<file path="src/design/lbpp_pkg.sv">
`timescale 1ns / 1ps
`default_nettype none

package lbpp_pkg;

  // Default sizes of the duration table.
  localparam int MAX_STEPS_DEF     = 64;
  localparam int DURATION_BITS_DEF = 16;

  // Width of a step index as it appears on the input channel.
  localparam int STEP_IDX_W = 6;
  // Width of the mask registers.
  localparam int MASK_W     = 64;
  // Width of the configuration register index.
  localparam int CFG_IDX_W  = 3;

  // Request kinds carried on the input channel.
  typedef enum logic [1:0] {
    OP_TICK  = 2'd0,
    OP_WRITE = 2'd1,
    OP_START = 2'd2
  } lbpp_op_t;

  // Configuration register indexes.
  localparam logic [CFG_IDX_W-1:0] CFG_BUZZER_MASK    = 3'd0;
  localparam logic [CFG_IDX_W-1:0] CFG_GREEN_MASK     = 3'd1;
  localparam logic [CFG_IDX_W-1:0] CFG_RED_MASK       = 3'd2;
  localparam logic [CFG_IDX_W-1:0] CFG_PATTERN_LENGTH = 3'd3;
  localparam logic [CFG_IDX_W-1:0] CFG_REPEAT_ENABLE  = 3'd4;

  // Access to the duration table: one write and one read address per cycle.
  typedef struct packed {
    logic                  wr_en;
    logic [STEP_IDX_W-1:0] wr_addr;
    logic [STEP_IDX_W-1:0] rd_addr;
  } lbpp_mem_req_t;

  // One result; buzzer_on lands in the lowest bit when packed.
  typedef struct packed {
    logic playing;
    logic red_on;
    logic green_on;
    logic buzzer_on;
  } lbpp_result_t;

endpackage

`default_nettype wire

</file>
<file path="src/design/lbpp_dur_ram.sv">
`timescale 1ns / 1ps
`default_nettype none

module lbpp_dur_ram #(
  parameter int DEPTH = lbpp_pkg::MAX_STEPS_DEF,
  parameter int DW    = lbpp_pkg::DURATION_BITS_DEF,
  parameter int AW    = $clog2(lbpp_pkg::MAX_STEPS_DEF)
) (
  input  wire                     clk,
  input  lbpp_pkg::lbpp_mem_req_t req,
  input  wire  [DW-1:0]           wr_data,
  output logic [DW-1:0]           rd_data
);

  logic [DW-1:0] mem [0:DEPTH-1];

  // Write port.
  always_ff @(posedge clk) begin
    if (req.wr_en) begin
      mem[req.wr_addr[AW-1:0]] <= wr_data;
    end
  end

  // Registered read port; a write to the same entry in the same cycle is passed through.
  always_ff @(posedge clk) begin
    if (req.wr_en && (req.wr_addr == req.rd_addr)) begin
      rd_data <= wr_data;
    end else begin
      rd_data <= mem[req.rd_addr[AW-1:0]];
    end
  end

endmodule

`default_nettype wire

</file>
<file path="src/design/lbpp_seq.sv">
`timescale 1ns / 1ps
`default_nettype none

module lbpp_seq #(
  parameter int MAX_STEPS = lbpp_pkg::MAX_STEPS_DEF,
  parameter int DW        = lbpp_pkg::DURATION_BITS_DEF,
  parameter int PW        = $clog2(lbpp_pkg::MAX_STEPS_DEF + 1)
) (
  input  wire                                  clk,
  input  wire                                  rst,
  input  wire                                  go,
  input  lbpp_pkg::lbpp_op_t                   op,
  input  wire  [lbpp_pkg::STEP_IDX_W-1:0]      step_index,
  input  wire  [15:0]                          duration,
  input  wire  [lbpp_pkg::MASK_W-1:0]          buzzer_mask,
  input  wire  [lbpp_pkg::MASK_W-1:0]          green_mask,
  input  wire  [lbpp_pkg::MASK_W-1:0]          red_mask,
  input  wire  [lbpp_pkg::STEP_IDX_W-1:0]      pattern_length,
  input  wire                                  repeat_enable,
  input  wire  [DW-1:0]                        rd_data,
  output lbpp_pkg::lbpp_mem_req_t              mem_req,
  output logic [DW-1:0]                        wr_data,
  output lbpp_pkg::lbpp_result_t               result
);

  // pos is the current step plus one, so zero means before the first step.
  logic [PW-1:0] pos, pos_next;
  logic          pending, pending_next;
  logic [DW-1:0] elapsed, elapsed_next;
  logic          active, active_next;
  logic [2:0]    levels, levels_next;    // {red, green, buzzer}
  logic [DW-1:0] dur_cur, dur_cur_next;  // duration of the current step

  logic [PW-1:0] end_pos;
  logic [6:0]    end_idx;
  logic          wr_ok;

  // Last step index: the configured length, held inside the table.
  always_comb begin
    if ({1'b0, pattern_length} > 7'(MAX_STEPS - 1)) begin
      end_idx = 7'(MAX_STEPS - 1);
    end else begin
      end_idx = {1'b0, pattern_length};
    end
    end_pos = PW'(end_idx);
  end

  assign wr_ok   = ({1'b0, step_index} < 7'(MAX_STEPS));
  assign wr_data = DW'(duration);

  // Next state for one request.
  always_comb begin
    logic          adv;
    logic [PW-1:0] pos_a;
    logic [2:0]    lv_a;
    logic [DW-1:0] el_a;
    logic [DW-1:0] dur_c;
    logic [5:0]    mi;

    pos_next     = pos;
    pending_next = pending;
    elapsed_next = elapsed;
    active_next  = active;
    levels_next  = levels;
    dur_cur_next = dur_cur;
    mem_req.wr_en   = 1'b0;
    mem_req.wr_addr = step_index;

    adv   = pending;
    mi    = 6'(pos);
    pos_a = adv ? (pos + PW'(1)) : pos;
    lv_a  = adv ? {red_mask[mi], green_mask[mi], buzzer_mask[mi]} : levels;
    if (adv) begin
      el_a = '0;
    end else if (elapsed == {DW{1'b1}}) begin
      el_a = elapsed;
    end else begin
      el_a = elapsed + DW'(1);
    end
    dur_c = adv ? rd_data : dur_cur;

    if (go) begin
      unique case (op)
        lbpp_pkg::OP_TICK: begin
          if (active) begin
            dur_cur_next = dur_c;
            pos_next     = pos_a;
            levels_next  = lv_a;
            elapsed_next = el_a;
            pending_next = 1'b0;
            if (pos_a > end_pos) begin
              // Past the last step: stop dark or start over.
              if (!repeat_enable) begin
                levels_next = 3'b000;
                active_next = 1'b0;
              end else begin
                pos_next     = '0;
                pending_next = 1'b1;
              end
            end else if (el_a >= dur_c) begin
              pending_next = 1'b1;
              elapsed_next = '0;
            end
          end
        end
        lbpp_pkg::OP_WRITE: begin
          if (wr_ok) begin
            mem_req.wr_en = 1'b1;
            // Keep the held duration current when its own entry is rewritten.
            if ((8'(step_index) + 8'd1) == 8'(pos)) begin
              dur_cur_next = wr_data;
            end
          end
        end
        lbpp_pkg::OP_START: begin
          pos_next     = '0;
          pending_next = 1'b1;
          elapsed_next = '0;
          active_next  = 1'b1;
        end
        default: begin
        end
      endcase
    end

    // Prefetch the duration of the step that follows the current one.
    mem_req.rd_addr = 6'(pos_next);
  end

  always_ff @(posedge clk) begin
    if (rst) begin
      pos     <= '0;
      pending <= 1'b1;
      elapsed <= '0;
      active  <= 1'b0;
      levels  <= 3'b000;
    end else begin
      pos     <= pos_next;
      pending <= pending_next;
      elapsed <= elapsed_next;
      active  <= active_next;
      levels  <= levels_next;
    end
  end

  always_ff @(posedge clk) begin
    dur_cur <= dur_cur_next;
  end

  // Result reflects the state after this request.
  always_comb begin
    result.playing   = active_next;
    result.red_on    = levels_next[2];
    result.green_on  = levels_next[1];
    result.buzzer_on = levels_next[0];
  end

endmodule

`default_nettype wire

</file>
<file path="src/design/led_buzzer_pattern_player_unit.sv">
// LED and buzzer pattern player.
// Input channel (s_*): one request per transfer. s_tuser selects the kind:
// a millisecond tick, a write of one step duration, or a start request.
// Output channel (m_*): exactly one result per request, giving the buzzer,
// green and red drive levels and the playing flag after that request.
// Configuration port: cfg_we, cfg_index and cfg_data write the three step
// masks, the pattern length and the repeat flag. The user must write them
// only while the block is idle; the block itself does not enforce this. Throughput is
// one request per cycle while the receiver takes each result. The step durations sit in
// a table memory with a registered read; the following step's duration is fetched ahead,
// so back-to-back ticks never wait for the memory. Each result is registered.
// A result waiting on a stalled receiver is held in the output register;
// a new request is taken in the cycle the receiver takes that result.
// Synchronous reset clears the registers and playback state and empties
// the output register; the duration table holds nothing meaningful until
// each entry is written.
`timescale 1ns / 1ps
`default_nettype none

module led_buzzer_pattern_player_unit #(
  parameter int MAX_STEPS     = lbpp_pkg::MAX_STEPS_DEF,
  parameter int DURATION_BITS = lbpp_pkg::DURATION_BITS_DEF
) (
  input  wire                               clk,
  input  wire                               rst,
  // Request channel.
  input  wire                               s_tvalid,
  output logic                              s_tready,
  input  wire  [23:0]                       s_tdata,   // step_index[5:0], duration[21:6]
  input  wire  [1:0]                        s_tuser,   // op[1:0]
  // Result channel.
  output logic                              m_tvalid,
  input  wire                               m_tready,
  output logic [7:0]                        m_tdata,   // buzzer_on, green_on, red_on, playing
  // Configuration writes.
  input  wire                               cfg_we,
  input  wire  [lbpp_pkg::CFG_IDX_W-1:0]    cfg_index,
  input  wire  [lbpp_pkg::MASK_W-1:0]       cfg_data
);

  localparam int AW = $clog2(MAX_STEPS);
  localparam int PW = $clog2(MAX_STEPS + 1);

  logic [lbpp_pkg::MASK_W-1:0]     buzzer_mask;
  logic [lbpp_pkg::MASK_W-1:0]     green_mask;
  logic [lbpp_pkg::MASK_W-1:0]     red_mask;
  logic [lbpp_pkg::STEP_IDX_W-1:0] pattern_length;
  logic                            repeat_enable;

  logic                    go;
  lbpp_pkg::lbpp_mem_req_t mem_req;
  logic [DURATION_BITS-1:0] wr_data;
  logic [DURATION_BITS-1:0] rd_data;
  lbpp_pkg::lbpp_result_t  result;
  lbpp_pkg::lbpp_result_t  out_data;

  // Configuration registers.
  always_ff @(posedge clk) begin
    if (rst) begin
      buzzer_mask    <= '0;
      green_mask     <= '0;
      red_mask       <= '0;
      pattern_length <= '0;
      repeat_enable  <= 1'b0;
    end else if (cfg_we) begin
      unique case (cfg_index)
        lbpp_pkg::CFG_BUZZER_MASK:    buzzer_mask    <= cfg_data;
        lbpp_pkg::CFG_GREEN_MASK:     green_mask     <= cfg_data;
        lbpp_pkg::CFG_RED_MASK:       red_mask       <= cfg_data;
        lbpp_pkg::CFG_PATTERN_LENGTH: pattern_length <= cfg_data[lbpp_pkg::STEP_IDX_W-1:0];
        lbpp_pkg::CFG_REPEAT_ENABLE:  repeat_enable  <= cfg_data[0];
        default: begin
        end
      endcase
    end
  end

  // A request is taken whenever the output register is free or being emptied.
  assign s_tready = !m_tvalid || m_tready;
  assign go       = s_tvalid && s_tready;

  lbpp_seq #(
    .MAX_STEPS (MAX_STEPS),
    .DW        (DURATION_BITS),
    .PW        (PW)
  ) u_seq (
    .clk            (clk),
    .rst            (rst),
    .go             (go),
    .op             (lbpp_pkg::lbpp_op_t'(s_tuser)),
    .step_index     (s_tdata[5:0]),
    .duration       (s_tdata[21:6]),
    .buzzer_mask    (buzzer_mask),
    .green_mask     (green_mask),
    .red_mask       (red_mask),
    .pattern_length (pattern_length),
    .repeat_enable  (repeat_enable),
    .rd_data        (rd_data),
    .mem_req        (mem_req),
    .wr_data        (wr_data),
    .result         (result)
  );

  lbpp_dur_ram #(
    .DEPTH (MAX_STEPS),
    .DW    (DURATION_BITS),
    .AW    (AW)
  ) u_dur_ram (
    .clk     (clk),
    .req     (mem_req),
    .wr_data (wr_data),
    .rd_data (rd_data)
  );

  // Output register.
  always_ff @(posedge clk) begin
    if (rst) begin
      m_tvalid <= 1'b0;
    end else if (go) begin
      m_tvalid <= 1'b1;
    end else if (m_tready) begin
      m_tvalid <= 1'b0;
    end
  end

  always_ff @(posedge clk) begin
    if (go) begin
      out_data <= result;
    end
  end

  assign m_tdata = {4'b0000, out_data};

`ifndef ASSERT_OFF
  // Every accepted request produces a result in the next cycle.
  a_result_follows: assert property (@(posedge clk) disable iff (rst)
    (s_tvalid && s_tready) |=> m_tvalid)
    else $error("accepted request produced no result");

  // A start request always reports playback as active.
  a_start_plays: assert property (@(posedge clk) disable iff (rst)
    (s_tvalid && s_tready && (s_tuser == lbpp_pkg::OP_START)) |=> m_tdata[3])
    else $error("start request did not report playing");

  // While stopped, every output is dark.
  a_stopped_dark: assert property (@(posedge clk) disable iff (rst)
    (m_tvalid && !m_tdata[3]) |-> (m_tdata[2:0] == 3'b000))
    else $error("outputs driven while not playing");
`endif

endmodule

`default_nettype wire
</file>
<file path="config.mk">
export PLATFORM = sky130hd
export DESIGN_NAME = led_buzzer_pattern_player_unit
export DESIGN_NICKNAME = d
export VERILOG_FILES = /design/src/design/lbpp_pkg.sv /design/src/design/lbpp_dur_ram.sv /design/src/design/lbpp_seq.sv /design/src/design/led_buzzer_pattern_player_unit.sv
export SDC_FILE = /design/constraint.sdc
export NUM_CORES = 2
export LEC_CHECK = 0
export BUFFER_PORTS_ARGS = -buffer_cell sky130_fd_sc_hd__buf_4
export CORE_AREA = 2 2 324 326
export CTS_BUF_LIST = sky130_fd_sc_hd__clkbuf_8
export DETAILED_ROUTE_END_ITERATION = 6
export DIE_AREA = 0 0 326 328
export PLACE_DENSITY = 0.66
export RECOVER_POWER = 100
export SLEW_MARGIN = 30
export SYNTH_ARGS = -nofsm -noshare
export SYNTH_HDL_FRONTEND = slang
export SYNTH_SLANG_ARGS = --single-unit
</file>
<file path="constraint.sdc">
create_clock -name clk -period 4.1 [get_ports clk]
set_input_delay 0.205 -clock clk [delete_from_list [all_inputs] [get_ports clk]]
set_output_delay 0.205 -clock clk [all_outputs]
set_load 0.01 [all_outputs]
</file>
-- Word level (Yosys, flattened, before mapping)
Memory sizes are Yosys's and may differ from the RTL's. A register that Yosys moved wholly into a read port is not among the register bits.
Cells that the tools add are included.
- register bits: 248
- bits in latches: 0
- bits in writable memories: 1024
- memory bits (read-only): 0
- input port bits: 98
- word-level logic and storage cells: 92
- memories: 1
- add/subtract/negate cells: 3
- multipliers: 0
- divide/modulo/power cells: 0
- order comparisons: 3
- equality and inequality tests: 10
- shift operators: 0
- mux-type cells: 43
- bitwise gates (word level): 0
- reductions and logical operators: 15
- memories (memory ; depth ; width ; read ports ; clocked after memory_dff ; write ports ; RTL line ; RTL):
    u_dur_ram.mem ; 64 ; 16 ; 1 ; 1 ; 1 ; lbpp_dur_ram.sv:15 ; logic [DW-1:0] mem [0:DEPTH-1];
- operators by type and width (cell ; count):
    2-to-1 mux 16 bit ; 8
    one-hot mux 16 bit (2 select lines) ; 2
    2-to-1 mux 7 bit ; 4
    binary-select mux 1 bit (select 6 bit) ; 3
    2-to-1 mux 3 bit ; 6
    adder 16 x 1 -> 16 bit, second input constant ; 1
    == test 16 bit, second input constant ; 1
    greater-or-equal comparator 16 bit ; 1
    2-to-1 mux 1 bit ; 16
    one-hot mux 7 bit (2 select lines) ; 1
    AND reduction 2 bit ; 5
    adder 6 x 1 -> 7 bit, second input constant ; 1
    adder 7 x 1 -> 7 bit, second input constant ; 1
    == test 7 bit ; 1
    greater-than comparator 7 x 6 -> 1 bit ; 1
    < comparator 6 x 7 -> 1 bit, second input constant ; 1
    == test 3 x 2 -> 1 bit, second input constant ; 2
    2-to-1 mux 6 bit ; 1
    nonzero test 2 bit ; 3
    != test 2 x 1 -> 1 bit, second input constant ; 2
    one-hot mux 1 bit (2 select lines) ; 2
    AND reduction 4 bit ; 1
    == test 3 x 1 -> 1 bit, second input constant ; 1
    == test 3 bit, second input constant ; 1
    other kinds (8) ; 8

-- Logic depth before layout (Yosys ltp)
- depth in word-level cells: 8
- depth in mapped cells: 17
- gate-level depth less buffers: 14

-- Hierarchy
Synthesis repeated with hierarchy kept, for this count alone.
- cell total of the unflattened synthesis: 3124
- area, all modules: 53073.4 sq um
- modules (own cells, without submodules) (module ; instances ; cells each ; area an instance (sq um) ; seq. area each (sq um)):
    lbpp_dur_ram ; 1 ; 1819 ; 39842.0 ; 30869.6
    led_buzzer_pattern_player_unit ; 1 ; 734 ; 8117.8 ; 4124.0
    lbpp_seq ; 1 ; 571 ; 5113.7 ; 1041.0

-- Worst setup path after synthesis
No wires, ideal clock.
- path type: register -> register
- start point: reg with a tool-made name
- end point: reg u_seq.elapsed[6]
- setup time: 0.061 ns
- arrival: 3.304 ns
- slack: 0.735 ns
- cell stages (with the launch flop): 16
- buffers on the path: 4
- cells stage by stage: dfxtp_1 > buf_4 > buf_2 > buf_4 > mux4_2 > nand2_1 > nand3_1 > a41oi_2 > ha_1 > a21o_1 > a21o_1 > a21oi_1 > o21ai_0 > o21ai_1 > buf_2 > a32o_1
- RTL lines (what ; RTL line ; RTL):
    to (signal assigned) ; lbpp_seq.sv:140 ; elapsed <= elapsed_next;
    to (decl) ; lbpp_seq.sv:29 ; logic [DW-1:0] elapsed, elapsed_next;

==> results.sh <==
export IMPL_ys_ff_latch=1278
export IMPL_power_uw=24470
export IMPL_syn2layout_area_growth_pct=13.64
export IMPL_worst_path_buf_inv=2
export IMPL_dr_first_iter_drc_count=3033
export IMPL_finalCritPeriodShare_pct=95.78
export IMPL_ys_seq_area_share_pct=70.21
export IMPL_grt_pass1_wl_mm=187.7
export IMPL_drv_cap=20
export IMPL_cts_path_max_buffers=3
export IMPL_grt_overflow=0
export IMPL_crit_slowest_cell="dfxtp_4"
export IMPL_critPathMaxFanout=25
export IMPL_critPathRequiredTime_ns=4.83
export IMPL_yosys_warnings=0
export IMPL_start_util_pct=49.73
export IMPL_status="complete, but fails checks"
export IMPL_drt_total_wl_mm=125.9
export IMPL_drive_above_1_share_pct=19.92
export IMPL_p_per_area_nw_per_um2=419.6
export IMPL_irDropWorstVdd_mv=0.2626
export IMPL_nNetsFinal=3679
export IMPL_path_class="flop to flop"
export IMPL_cts_root_buf="clkbuf_8"
export IMPL_yosysTopAreaCell="edfxtp_1"
export IMPL_synth_async_reset_ratio_pct=0
export IMPL_critPathTopFamily="compound AO/OA/AOI/OAI gates"
export IMPL_viasPerCell=5.893
export IMPL_synthFlopType="edfxtp_1"
export IMPL_dp_hpwl_mm=74.58
export IMPL_first_pass_iters=6
export IMPL_grtUsageTotal_pct=23.49
export IMPL_fin_crit_ns=3.927
export IMPL_place_congestion=0.8817
export IMPL_grt_pass1_vias=30540
export IMPL_drc_errors=0
export IMPL_min_delay_path_class="input port to flop"
export IMPL_fp_dieH_um=328
export IMPL_wl_per_cell_um=24.69
export IMPL_htree_levels=4
export IMPL_dieArea_um2=106900
export IMPL_max_slew_margin_pct=-155.2
export IMPL_fp_coreArea_um2=103200
export IMPL_maxSlewViolCount=1242
export IMPL_synthTopCellsByArea="edfxtp_1 (61%), mux4_2 (9.5%), dfxtp_1 (9.1%)"
export IMPL_fin_util_pct=56.51
export IMPL_leakagePower_uw=0.01863
export IMPL_grt_max_degree=114
export IMPL_yosysTopAreaCellShare_pct=61.09
export IMPL_cts_buffers=197
export IMPL_clkTransAtPathRegs_ns=0.06
export IMPL_synth_edf_count=1044
export IMPL_end_kind="flop"
export IMPL_crit_path_start_kind="flop"
export IMPL_row_count=118
export IMPL_finClkSkew_ns=0.04700
export IMPL_worst_pin_slew_ns=3.827
export IMPL_critPathMaxStageDelay_ns=0.52
export IMPL_synth_distinct_cells=58
export IMPL_die_width_um=326
export IMPL_top_level_ports=108
export IMPL_path_cells="buf_12 -> mux4_2 -> a22oi_1 -> nand3_1 -> nand4_1 -> o21ai_1 -> ha_1 -> nor2b_1 -> o21ai_0 -> nand4_1 -> a31oi_1 -> o21ai_1 -> buf_4 -> a32o_1"
export IMPL_dp_cells=4638
export IMPL_vias=30050
export IMPL_syn_avg_cell_area_um2=15.89
export IMPL_finalHoldViolCount=0
export IMPL_synthCells=3230
export IMPL_violations="max-capacitance violations, max-slew violations"
export IMPL_worstHoldStart="s_tdata[3]"
export IMPL_ff2ff_setup_slack_ns=0.17
export IMPL_stdcell_count=5099
export IMPL_setup_viol=0
export IMPL_antenna_found_initial=4
export IMPL_synth_area_um2=51320
export IMPL_antenna_left=0
export IMPL_io_buffers=101
export IMPL_worst_ep_arrival_time_ns=4.66
export IMPL_cts_tree="yes"
export IMPL_timing_fmax_mhz=254.7
export IMPL_clock_latency_ns=0.87
export IMPL_fin_tns_setup_ns=0
export IMPL_numClockSinks=1278
## cells in the final DEF (no fill, tap or decap), types with 8 or more instances in the layout
cell type,Yosys,final
nand4_1,13,13
a32o_1,16,16
dfxtp_1,234,230
mux2_1,28,28
mux2i_1,61,61
edfxtp_1,1044,1044
a221oi_1,39,39
dlygate4sd3_1,0,98
buf_12,0,17
nor2b_1,29,27
a22oi_1,94,90
ha_1,25,25
nor2_1,121,118
inv_1,15,94
a41oi_2,15,15
buf_4,34,127
clkinv_1,0,46
clkbuf_1,122,89
xor2_1,8,8
clkbuf_8,0,205
mux2_2,88,88
a221o_1,30,30
nor3_1,13,12
a21o_1,11,11
a21oi_1,266,266
a211oi_1,8,8
clkinv_2,0,11
nand3_1,62,62
mux2_4,13,13
mux4_2,216,216
nand2_1,468,467
and2_1,9,8
xnor2_1,11,11
## repair_timing
action	4_1_cts	5_1_grt
gates resized for setup	0	9
hold endpoints to repair	1239	0
buffers inserted	0	0
endpoints found under the setup margin	0	16
hold buffers	99	0
## Yosys cell counts (4+ instances only)
cell,count
edfxtp_1,1044
nand2_1,468
a21oi_1,266
dfxtp_1,234
mux4_2,216
clkbuf_1,122
nor2_1,121
a22oi_1,94
mux2_2,88
nand3_1,62
mux2i_1,61
a221oi_1,39
buf_4,34
buf_2,31
a221o_1,30
nor2b_1,29
mux2_1,28
ha_1,25
buf_6,17
a32o_1,16
a41oi_2,15
inv_1,15
mux2_4,13
nand4_1,13
nor3_1,13
a21o_1,11
buf_1,11
xnor2_1,11
and2_1,9
o21ai_0,9
a211oi_1,8
xor2_1,8
or3_1,7
nand2b_1,6
a31oi_1,5
nand3b_1,5
or2_2,5
a211o_1,4
and3_1,4
## path summary, 6_finish.rpt
kind,to,cells after the start
worst max-delay path,u_seq.elapsed[14],14
worst min-delay path,u_dur_ram.mem[30][0],3
worst max register to register,u_seq.elapsed[14],14
worst min register to register,green_mask[11],2
## stage by stage
stage / setup WS [ns] / hold WS [ns] / instance area, um^2
6_report: 0.1730 / 0.1399 / 58320
5_1_grt: -0.002561 / 0.1160 / 58310
4_1_cts: 0.1044 / 0.04476 / 58620
3_5_place_dp: 0.1225 / 0.4454 / 54040
3_3_place_gp: 0.1715 / 0.4382 / 54040
2_1_floorplan: 0.7351 / 0.3039 / 51330
## per-layer routing
metal / up-vias / global-route usage [%] / share of wire (%)
met4: 4 / 8.415 / 2.9
li1: 13260 / - / -
met3: 226 / 4.312 / 7.1
met5: - / 0 / 0.021
met2: 1238 / 39.23 / 49
met1: 15320 / 30.99 / 41
## flip-flops by register name, indices dropped and copies added (netlist names), named ones only
register and count:
green_mask 64, u_seq.active 1, u_seq.elapsed 16, u_seq.levels 3, red_mask 64, pattern_length 6
m_tvalid 1, buzzer_mask 64, u_seq.pos 7, m_tdata 4, u_seq.dur_cur 16, repeat_enable 1
u_seq.pending 1, u_dur_ram.mem 1024
## final cells by class
type                       count  area (um^2)
tap                         1380         1727
clock buffer                 205         2821
clock inverter               152        754.5
sequential                  1278        36050
inverter                      15        56.30
multi-input combinational   1725        14210
timing repair buffer         339         2695
fill                        7961        44880
antenna                        5        12.51
## worst min-delay path, delay by kind of cell
family | cells | cell delay (ns)
buffers and inverters | 1 | 0.18
AND/OR/NAND/NOR | 2 | 0.42
## kinds of logic (layout without fill, tap and decap cells)
logic type	count (synthesis)	count (layout)	share of synthesized area [%]
DFF	1278	1278	70.21
and+or+nand+nor	753	753	6.173
muxes	406	406	13.59
other	1	9	0.007307
xor gates and xnor gates	19	19	0.3242
adders and majority gates	25	25	0.6095
buffers and inverters	230	711	2.255
AOI/OAI and AO/OA	518	518	6.824
## where the power goes
part	internal, uW	switching (uW)
Clock	4780	4860
Sequential	14100	28.3
Combinational	229	472
Total	19100	5360
No activity file was read; power rests on OpenSTA's default activity.
